[src/sv/fmbw_pkg.sv]
// Package for the FLAC metadata block walker.
// Holds phase codes, result kinds, the result record type and helpers; no dependencies.
package fmbw_pkg;

    localparam int OFFSET_BITS = 32;

    localparam logic [3:0] PH_IDLE  = 4'd0;
    localparam logic [3:0] PH_MAGIC = 4'd1;
    localparam logic [3:0] PH_HDR   = 4'd2;
    localparam logic [3:0] PH_PTYPE = 4'd3;
    localparam logic [3:0] PH_MLEN  = 4'd4;
    localparam logic [3:0] PH_MSKIP = 4'd5;
    localparam logic [3:0] PH_DLEN  = 4'd6;
    localparam logic [3:0] PH_DSKIP = 4'd7;
    localparam logic [3:0] PH_BLEN  = 4'd8;
    localparam logic [3:0] PH_BODY  = 4'd9;
    localparam logic [3:0] PH_DONE  = 4'd10;

    localparam logic [1:0] KIND_PICTURE = 2'd0;
    localparam logic [1:0] KIND_AUDIO   = 2'd1;
    localparam logic [1:0] KIND_ERROR   = 2'd2;

    localparam logic [6:0] TYPE_PICTURE = 7'd6;
    localparam logic [31:0] MAGIC = 32'h664c6143;  // "fLaC"

    typedef struct packed {
        logic [1:0]  kind;
        logic [31:0] picture_type;
        logic [31:0] mime_length;
        logic [31:0] description_length;
        logic [31:0] picture_data_offset;
        logic [31:0] picture_data_length;
        logic [31:0] audio_offset;
        logic        last;
    } t_result;

    function automatic logic [31:0] to_w32(input logic [OFFSET_BITS-1:0] x);
        logic [63:0] t;
        t = 64'(x);
        return t[31:0];
    endfunction

endpackage

[src/sv/flac_metadata_block_walker_top.sv]
// FLAC metadata block walker top level: byte parser and a four-entry result queue.
// Depends on fmbw_pkg.
//
//  channel | direction | handshake          | payload
//  input   | in        | i_valid / o_stall  | i_data_byte, i_start_of_file, i_end_of_file
//  result  | out       | o_valid / i_stall  | o_result_kind .. o_audio_offset, o_last_result
//
// One byte is taken per cycle; its zero, one or two results enter the queue in that cycle.
// The rate is set by the queue: o_stall rises while fewer than two entries are free.
// Synchronous active-low reset clears phase, counters and the queue.
// A byte that follows a double-result byte may wait while the result side stalls.
module flac_metadata_block_walker_top (
    input  logic        i_clk,
    input  logic        i_rst_n,
    input  logic        i_valid,
    output logic        o_stall,
    input  logic [7:0]  i_data_byte,
    input  logic        i_start_of_file,
    input  logic        i_end_of_file,
    output logic        o_valid,
    input  logic        i_stall,
    output logic [1:0]  o_result_kind,
    output logic [31:0] o_picture_type,
    output logic [31:0] o_mime_length,
    output logic [31:0] o_description_length,
    output logic [31:0] o_picture_data_offset,
    output logic [31:0] o_picture_data_length,
    output logic [31:0] o_audio_offset,
    output logic        o_last_result
);
    import fmbw_pkg::*;

    logic [3:0]             r_ph, n_ph;
    logic [2:0]             r_bif, n_bif;
    logic [31:0]            r_ws, n_ws;
    logic [OFFSET_BITS-1:0] r_fo, n_fo;
    logic [23:0]            r_br, n_br;
    logic                   r_bl, n_bl, r_bp, n_bp;
    logic [31:0]            r_sk, n_sk;
    logic [31:0]            r_pt, n_pt, r_ml, n_ml, r_dl, n_dl, r_doff, n_doff, r_dlen, n_dlen;

    t_result    r_q [4];
    logic [1:0] r_wp, r_rp;
    logic [2:0] r_cnt;

    t_result    res0, res1;
    logic [1:0] nres;

    logic in_acc, out_acc;
    assign in_acc  = i_valid && !o_stall;
    assign out_acc = o_valid && !i_stall;
    assign o_stall = r_cnt > 3'd2;
    assign o_valid = r_cnt != 3'd0;

    function automatic t_result mk(input logic [1:0] k, input logic [31:0] a, input logic [31:0] b,
                                   input logic [31:0] c, input logic [31:0] d,
                                   input logic [31:0] e, input logic [31:0] f);
        t_result r;
        r.kind = k; r.picture_type = a; r.mime_length = b; r.description_length = c;
        r.picture_data_offset = d; r.picture_data_length = e; r.audio_offset = f;
        r.last = 1'b0;
        return r;
    endfunction

    always_comb begin
        logic [OFFSET_BITS-1:0] nxt;
        logic done;
        logic fail_now;
        logic endb;
        t_result er;
        n_ph = r_ph; n_bif = r_bif; n_ws = r_ws; n_fo = r_fo; n_br = r_br;
        n_bl = r_bl; n_bp = r_bp; n_sk = r_sk; n_pt = r_pt; n_ml = r_ml;
        n_dl = r_dl; n_doff = r_doff; n_dlen = r_dlen;
        res0 = '0; res1 = '0; nres = 2'd0;
        done = 1'b0; fail_now = 1'b0; endb = 1'b0;
        er = mk(KIND_ERROR, '0, '0, '0, '0, '0, '0);
        if (i_start_of_file) begin
            n_ph = PH_MAGIC; n_bif = '0; n_ws = '0; n_fo = '0; n_br = '0; n_bl = 1'b0;
            n_bp = 1'b0; n_sk = '0; n_pt = '0; n_ml = '0; n_dl = '0; n_doff = '0; n_dlen = '0;
        end
        nxt = n_fo + OFFSET_BITS'(1);
        case (n_ph)
            PH_MAGIC: begin
                if (i_data_byte != MAGIC[8*(3-n_bif[1:0]) +: 8]) begin
                    fail_now = 1'b1;
                end else begin
                    n_ws = {n_ws[23:0], i_data_byte};
                    n_bif = n_bif + 3'd1;
                    if (n_bif >= 3'd4) begin
                        n_bif = '0;
                        n_ph = PH_HDR;
                    end
                end
            end
            PH_HDR: begin
                if (n_bif == 3'd0) begin
                    n_bl = i_data_byte[7];
                    n_bp = i_data_byte[6:0] == TYPE_PICTURE;
                    n_ws = '0;
                    n_bif = 3'd1;
                end else begin
                    n_ws = {n_ws[23:0], i_data_byte};
                    n_bif = n_bif + 3'd1;
                    if (n_bif >= 3'd4) begin
                        n_bif = '0;
                        n_br = n_ws[23:0];
                        if (n_bp && n_br < 24'd8) begin
                            fail_now = 1'b1;
                        end else if (n_br == '0) begin
                            endb = 1'b1;
                        end else begin
                            n_ph = n_bp ? PH_PTYPE : PH_BODY;
                            n_ws = '0;
                        end
                    end
                end
            end
            PH_PTYPE, PH_MLEN, PH_MSKIP, PH_DLEN, PH_DSKIP, PH_BLEN, PH_BODY: begin
                n_br = n_br - 24'd1;
                if (n_ph inside {PH_PTYPE, PH_MLEN, PH_DLEN, PH_BLEN}) begin
                    n_ws = {n_ws[23:0], i_data_byte};
                    n_bif = n_bif + 3'd1;
                    if (n_bif >= 3'd4) begin
                        n_bif = '0;
                        done = 1'b1;
                    end
                end
                case (n_ph)
                    PH_PTYPE: if (done) begin
                        n_pt = n_ws;
                        n_ph = PH_MLEN;
                    end
                    PH_MLEN: if (done) begin
                        n_ml = n_ws;
                        if ({1'b0, n_ws} + 33'd4 > 33'(n_br)) begin
                            fail_now = 1'b1;
                        end else begin
                            n_sk = n_ws;
                            n_ph = (n_ws == '0) ? PH_DLEN : PH_MSKIP;
                        end
                    end
                    PH_MSKIP: begin
                        n_sk = n_sk - 32'd1;
                        if (n_sk == '0) n_ph = PH_DLEN;
                    end
                    PH_DLEN: if (done) begin
                        n_dl = n_ws;
                        if ({1'b0, n_ws} + 33'd20 > 33'(n_br)) begin
                            fail_now = 1'b1;
                        end else begin
                            n_sk = n_ws + 32'd16;
                            n_ph = PH_DSKIP;
                        end
                    end
                    PH_DSKIP: begin
                        n_sk = n_sk - 32'd1;
                        if (n_sk == '0) n_ph = PH_BLEN;
                    end
                    PH_BLEN: if (done) begin
                        n_dlen = n_ws;
                        n_doff = to_w32(nxt);
                        if (n_ws > 32'(n_br)) fail_now = 1'b1;
                        else n_ph = PH_BODY;
                    end
                    default: ;
                endcase
                if (!fail_now && n_br == '0) endb = 1'b1;
            end
            default: ;
        endcase
        if (fail_now) begin
            res0 = er; nres = 2'd1; n_ph = PH_DONE;
        end else if (endb) begin
            if (n_bp) begin
                res0 = mk(KIND_PICTURE, n_pt, n_ml, n_dl, n_doff, n_dlen, '0);
                nres = 2'd1;
            end
            if (n_bl) begin
                if (nres == 2'd0) res0 = mk(KIND_AUDIO, '0, '0, '0, '0, '0, to_w32(nxt));
                else res1 = mk(KIND_AUDIO, '0, '0, '0, '0, '0, to_w32(nxt));
                nres = nres + 2'd1;
                n_ph = PH_DONE;
            end else begin
                n_ph = PH_HDR;
                n_bif = '0;
            end
        end
        if (n_ph != PH_IDLE) n_fo = nxt;
        if (i_end_of_file && n_ph != PH_IDLE && n_ph != PH_DONE && nres < 2'd2) begin
            if (nres == 2'd0) res0 = er;
            else res1 = er;
            nres = nres + 2'd1;
            n_ph = PH_DONE;
        end
        if (nres == 2'd1) res0.last = 1'b1;
        if (nres == 2'd2) res1.last = 1'b1;
    end

    always_ff @(posedge i_clk) begin
        if (!i_rst_n) begin
            r_ph <= PH_IDLE; r_bif <= '0; r_ws <= '0; r_fo <= '0; r_br <= '0;
            r_bl <= 1'b0; r_bp <= 1'b0; r_sk <= '0; r_pt <= '0; r_ml <= '0;
            r_dl <= '0; r_doff <= '0; r_dlen <= '0;
        end else if (in_acc) begin
            r_ph <= n_ph; r_bif <= n_bif; r_ws <= n_ws; r_fo <= n_fo; r_br <= n_br;
            r_bl <= n_bl; r_bp <= n_bp; r_sk <= n_sk; r_pt <= n_pt; r_ml <= n_ml;
            r_dl <= n_dl; r_doff <= n_doff; r_dlen <= n_dlen;
        end
    end

    // result queue: up to two pushes and one pop per cycle
    logic [1:0] push;
    assign push = in_acc ? nres : 2'd0;

    always_ff @(posedge i_clk) begin
        if (!i_rst_n) begin
            r_wp <= '0; r_rp <= '0; r_cnt <= '0;
        end else begin
            r_wp  <= r_wp + push;
            r_rp  <= r_rp + {1'b0, out_acc};
            r_cnt <= r_cnt + {1'b0, push} - {2'b0, out_acc};
        end
    end

    always_ff @(posedge i_clk) begin
        if (push != 2'd0) r_q[r_wp] <= res0;
        if (push == 2'd2) r_q[r_wp + 2'd1] <= res1;
    end

    assign o_result_kind         = r_q[r_rp].kind;
    assign o_picture_type        = r_q[r_rp].picture_type;
    assign o_mime_length         = r_q[r_rp].mime_length;
    assign o_description_length  = r_q[r_rp].description_length;
    assign o_picture_data_offset = r_q[r_rp].picture_data_offset;
    assign o_picture_data_length = r_q[r_rp].picture_data_length;
    assign o_audio_offset        = r_q[r_rp].audio_offset;
    assign o_last_result         = r_q[r_rp].last;

    a_cnt_bound: assert property (@(posedge i_clk) disable iff (!i_rst_n) r_cnt <= 3'd4)
        else $error("result queue overflow");
    a_idle_quiet: assert property (@(posedge i_clk) disable iff (!i_rst_n)
        (in_acc && r_ph == PH_IDLE && !i_start_of_file) |=> $stable(r_wp))
        else $error("result from byte before start");
    a_done_quiet: assert property (@(posedge i_clk) disable iff (!i_rst_n)
        (in_acc && r_ph == PH_DONE && !i_start_of_file) |-> nres == 2'd0)
        else $error("result after done");
    a_cnt_track: assert property (@(posedge i_clk) disable iff (!i_rst_n)
        $past(i_rst_n) |-> r_wp == r_rp + r_cnt[1:0])
        else $error("queue pointers out of step");

endmodule
[config.mk]
export PLATFORM = sky130hd
export DESIGN_NAME = flac_metadata_block_walker_top
export DESIGN_NICKNAME = d
export VERILOG_FILES = /design/src/sv/fmbw_pkg.sv /design/src/sv/flac_metadata_block_walker_top.sv
export SDC_FILE = /design/constraint.sdc
export NUM_CORES = 2
export LEC_CHECK = 0
export BUFFER_PORTS_ARGS = -buffer_cell sky130_fd_sc_hd__buf_4
export CORE_ASPECT_RATIO = 0.75
export CORE_UTILIZATION = 50
export CTS_BUF_LIST = sky130_fd_sc_hd__clkbuf_8
export DETAILED_ROUTE_END_ITERATION = 16
export PLACE_DENSITY = 0.74
export SLEW_MARGIN = 20
export SYNTH_ARGS = -nofsm -noshare
export SYNTH_HDL_FRONTEND = slang
export SYNTH_SLANG_ARGS = --single-unit
[constraint.sdc]
create_clock -name i_clk -period 21.9 [get_ports i_clk]
set_input_delay 1.095 -clock i_clk [delete_from_list [all_inputs] [get_ports i_clk]]
set_output_delay 1.095 -clock i_clk [all_outputs]
set_load 0.02 [all_outputs]
==> metrics.md <==
| Metric | Value |
|---|---|
| Status | complete, no violations |
| Die area | ~120000 um2 |
| Number of global-route vias before repair | 48400 |
| RSZ-0062 raised after global routing | no |
| Crit path required time | around 23 ns |
| CTS tree | built |
| CTS sink cnt | about 1100 |
| Vias per std cell | 6.84 |
| Peak supply drop | roughly 0.06 mV |
| Post-Syn Area | 57600 um2 |
| Slew headroom | 0.135 |
| WL/cell | between 20 and 30 um |
| Seq cells post-synth | about 1100 |
| # rows | approximately 110 |
| Clk_lat worst skew | approximately 0.95 ns |
| Largest net degree at the start of global routing | 197 |
| Average size of a mapped cell | around 9.2 um2 |
| ANT nets after route | 0 |
| CP startpoint kind | flip-flop |
| DRT Pass-1 Iters | 10 |
| Top Ports | 211 |
| Final WL | 205000 um |
| LEAKAGE | approximately 0.025 uW |
| Mapped Cells | 6267 |
| Setup TNS | 0 ns |
| Crit path largest cell delay | 0.90 ns |
| Overflow left after global routing | 0 |
| Worst Path Arrival | between 10 and 15 ns |
| EDFF count, synth | 140 |
| Reg clk slew, reported paths | 0.07 ns |
| Setup bufs post-CTS | 0 |
| Storage element area | ~23000 um2 |
| Worst Setup End Kind | flip-flop |
| Post_cts resized | 0 |
| Clk pwr share | 0.352 |
| P_int | between 3000 and 4000 uW |
| Clock buffer depth | 3 |
| Initial antenna violation count | 7 |
| Placer Congestion | around 1.0 |
| Least-Margin Pin Slew | between 1 and 1.5 ns |
| Pwr dens | between 70 and 80 nW/um2 |
| Sequential Power Share | 0.427 |
| Nets | approximately 6000 |
| Fill cells | 10100 |
| DPL Wire Length | 127000 um |
| H-tree depth | 4 |
| Die X-Extent | 394 um |
| Switching fraction of total power | 0.335 |
| Via count | 53000 |
| Root Buffer | clkbuf_8 |
| Height of the die | approximately 300 um |
| Hold Path Class | flip-flop to flip-flop |
| Max reg flops | 780 |
| Core box area | between 100000 and 150000 um2 |
| Worst Path Class, Setup | flip-flop to flip-flop |
| Footprint of the multi-input gates | between 30000 and 40000 um2 |
| Max FO, Critical Path | between 50 and 60 |
| Final hold violation count | 0 |
| # setup viols final | 0 |
| Fin area | 62800 um2 |
| 1st-iter DRT viols | between 8000 and 9000 |
| Wire length of the first global-routing pass | about 310000 um |
| Total of max-cap violations | 0 |
| Final slew viol count | 0 |
| Residual DRC count | 0 |
| I/O Buffers | between 200 and 250 |
| Slowest cell on the critical path | nor3b_2 |
| Area grow syn2layout | 9.04% |
| Biggest register | r_q |
| Switch Pwr | 1670 uW |
| Tcrit/Tclk final | 0.591 |
| Synth unique cells | 97 |
| Post-layout min period | 12.94 ns |
| Synth warn | 0 |
| Maximum clock frequency | a little under 80 MHz |
| TritonCTS Buffers | approximately 170 |
| Asr flop ratio synth | 0 |
| Cell Area, Placed | 59400 um2 |
| Ys flop type | dfxtp_1 |
| Post-synthesis sequential area ratio | 0.398 |
| Combinational share of power | 0.221 |
| # hold bufs at CTS | 0 |
| Initial Util | 0.506 |
| Total GRT Usage | 0.337 |
| Clock Skews | 0.0560 ns |
| Syn_nets | around 6400 |
| Layout cells sized above 1 | 0.136 |
[cells by family (layout without fill, tap and decap cells)]
group | count (synthesis) | count (layout) | share of synthesized area
AO/OA/AOI/OAI | 1059 | 1059 | 0.115
XOR/XNOR | 105 | 105 | 0.0160
adder cells (fa/ha/maj) | 85 | 85 | 0.0186
buffers and inverters | 732 | 676 | 0.0552
flip-flops | 1076 | 1076 | 0.398
multiplexers | 876 | 876 | 0.195
other | 0 | 6 | 0
AND/OR/NAND/NOR | 2334 | 2334 | 0.202
[through the flow]
stage | util | total power, uW | setup WS (ns) | hold slack, ns | instances
after floorplan | - | 2890 | 12.07 | 0.447 | 6267
after global placement | 0.522 | 3230 | 9.96 | 0.453 | 7444
after detailed placement | 0.522 | 3230 | 9.55 | 0.463 | 7444
after CTS | 0.552 | 4960 | 9.47 | 0.428 | 7737
after global routing | 0.552 | 5130 | 8.47 | 0.485 | 7739
final | 0.552 | 4980 | 8.96 | 0.469 | 7743
[placed cells by master (no fill, tap or decap), types with 22 or more instances in the layout]
cell      Yosys  layout
clkbuf_8      0     197
ha_1         84      84
xnor2_1      91      91
dfxtp_1     936     934
nand4_1     215     215
mux4_2      195     195
nand2b_1     25      25
o21ai_0     312     311
or4_1        22      22
nor2_1      495     492
nand2_1     226     221
nor3_1       88      84
a31oi_1      28      28
o221ai_1     22      22
mux2i_1     680     680
a32oi_1      73      73
nor2b_1      30      30
edfxtp_1    140     140
nor4_1       46      45
or2_2        37      37
a21oi_1     317     317
or3_1        22      22
buf_4        10     307
and3_1       22      22
nand3_1    1018    1010
a22oi_1     111     111
inv_1        50     105
[critical path, delay by kind of cell, from the launching register on]
kind | cells | cell delay (ns)
buffers and inverters | 5 | 2.54
multiplexers | 3 | 0.91
adder cells (fa/ha/maj) | 3 | 1.22
AND/OR/NAND/NOR | 9 | 4.56
XOR/XNOR | 1 | 0.11
AO/OA/AOI/OAI | 8 | 2.51
flip-flops | 1 | 0.80
[layout make-up]
type | count | share of cell area
clock buffer | 197 | 0.0432
tap | 1526 | 0.0304
multi-input combinational | 4459 | 0.505
sequential | 1076 | 0.366
inverter | 63 | 0.00405
antenna | 6 | 0.000239
clock inverter | 96 | 0.0108
timing repair buffer | 320 | 0.0407
[cell usage after synthesis, drive strengths merged, types with 12 or more instances]
master  instances  area, um2
o22ai          14       87.6
o31ai          14        115
o21ai         325       1640
a31oi          29        188
nand3        1019       5100
a21oi         317       1590
or3            22        138
inv            51        191
nand2         226        848
nand4         215       1350
o221ai         22        193
nor4           51        359
edfxtp        140       4200
nor2          495       1860
or4            22        165
nor2b          30        188
and4           12        105
dfxtp         936      18700
nor3           89        457
a32oi          73        639
mux4          195       4390
xnor2          91        797
buf           159       1030
nand2b         25        156
or2            38        238
and3           22        138
clkinv         12       45.0
clkbuf        510       1910
and2           22        138
o211ai         18        140
mux2i         680       6810
nor3b          12       95.1
a211oi         20        150
xor2           14        123
a21o           19        143
ha             84       1050
a22oi         111        833
[power by group through the flow]
| stage | clock, uW | combinational [uW] | sequential, uW |
|---|---|---|---|
| 2_1_floorplan | 0 | 791 | 2100 |
| 6_report | 1750 | 1100 | 2130 |
| 4_1_cts | 1760 | 1070 | 2120 |
| 5_1_grt | 1850 | 1150 | 2130 |
| 3_3_place_gp | 0 | 1070 | 2160 |
| 3_5_place_dp | 0 | 1070 | 2170 |
[routing by layer]
layer  vias to the layer above  track usage  routed length [um]
li1                      22900            -                   -
met1                     26000        0.482               84300
met2                      3578        0.489               88000
met3                       446       0.0952               27100
met4                         8        0.104                5990
met5                         -            0                  64
[worst paths after layout]
path,startpoint,end,slack (ns),cells past startpoint
max reg2reg,r_ph[3],r_q[1][178],8.96,29
min,r_q[2][95],r_q[2][95],0.47,2
min reg2reg,r_q[2][95],r_q[2][95],0.47,2
max,r_ph[3],r_q[1][178],8.96,29
Power figures use the tool's default switching activity.
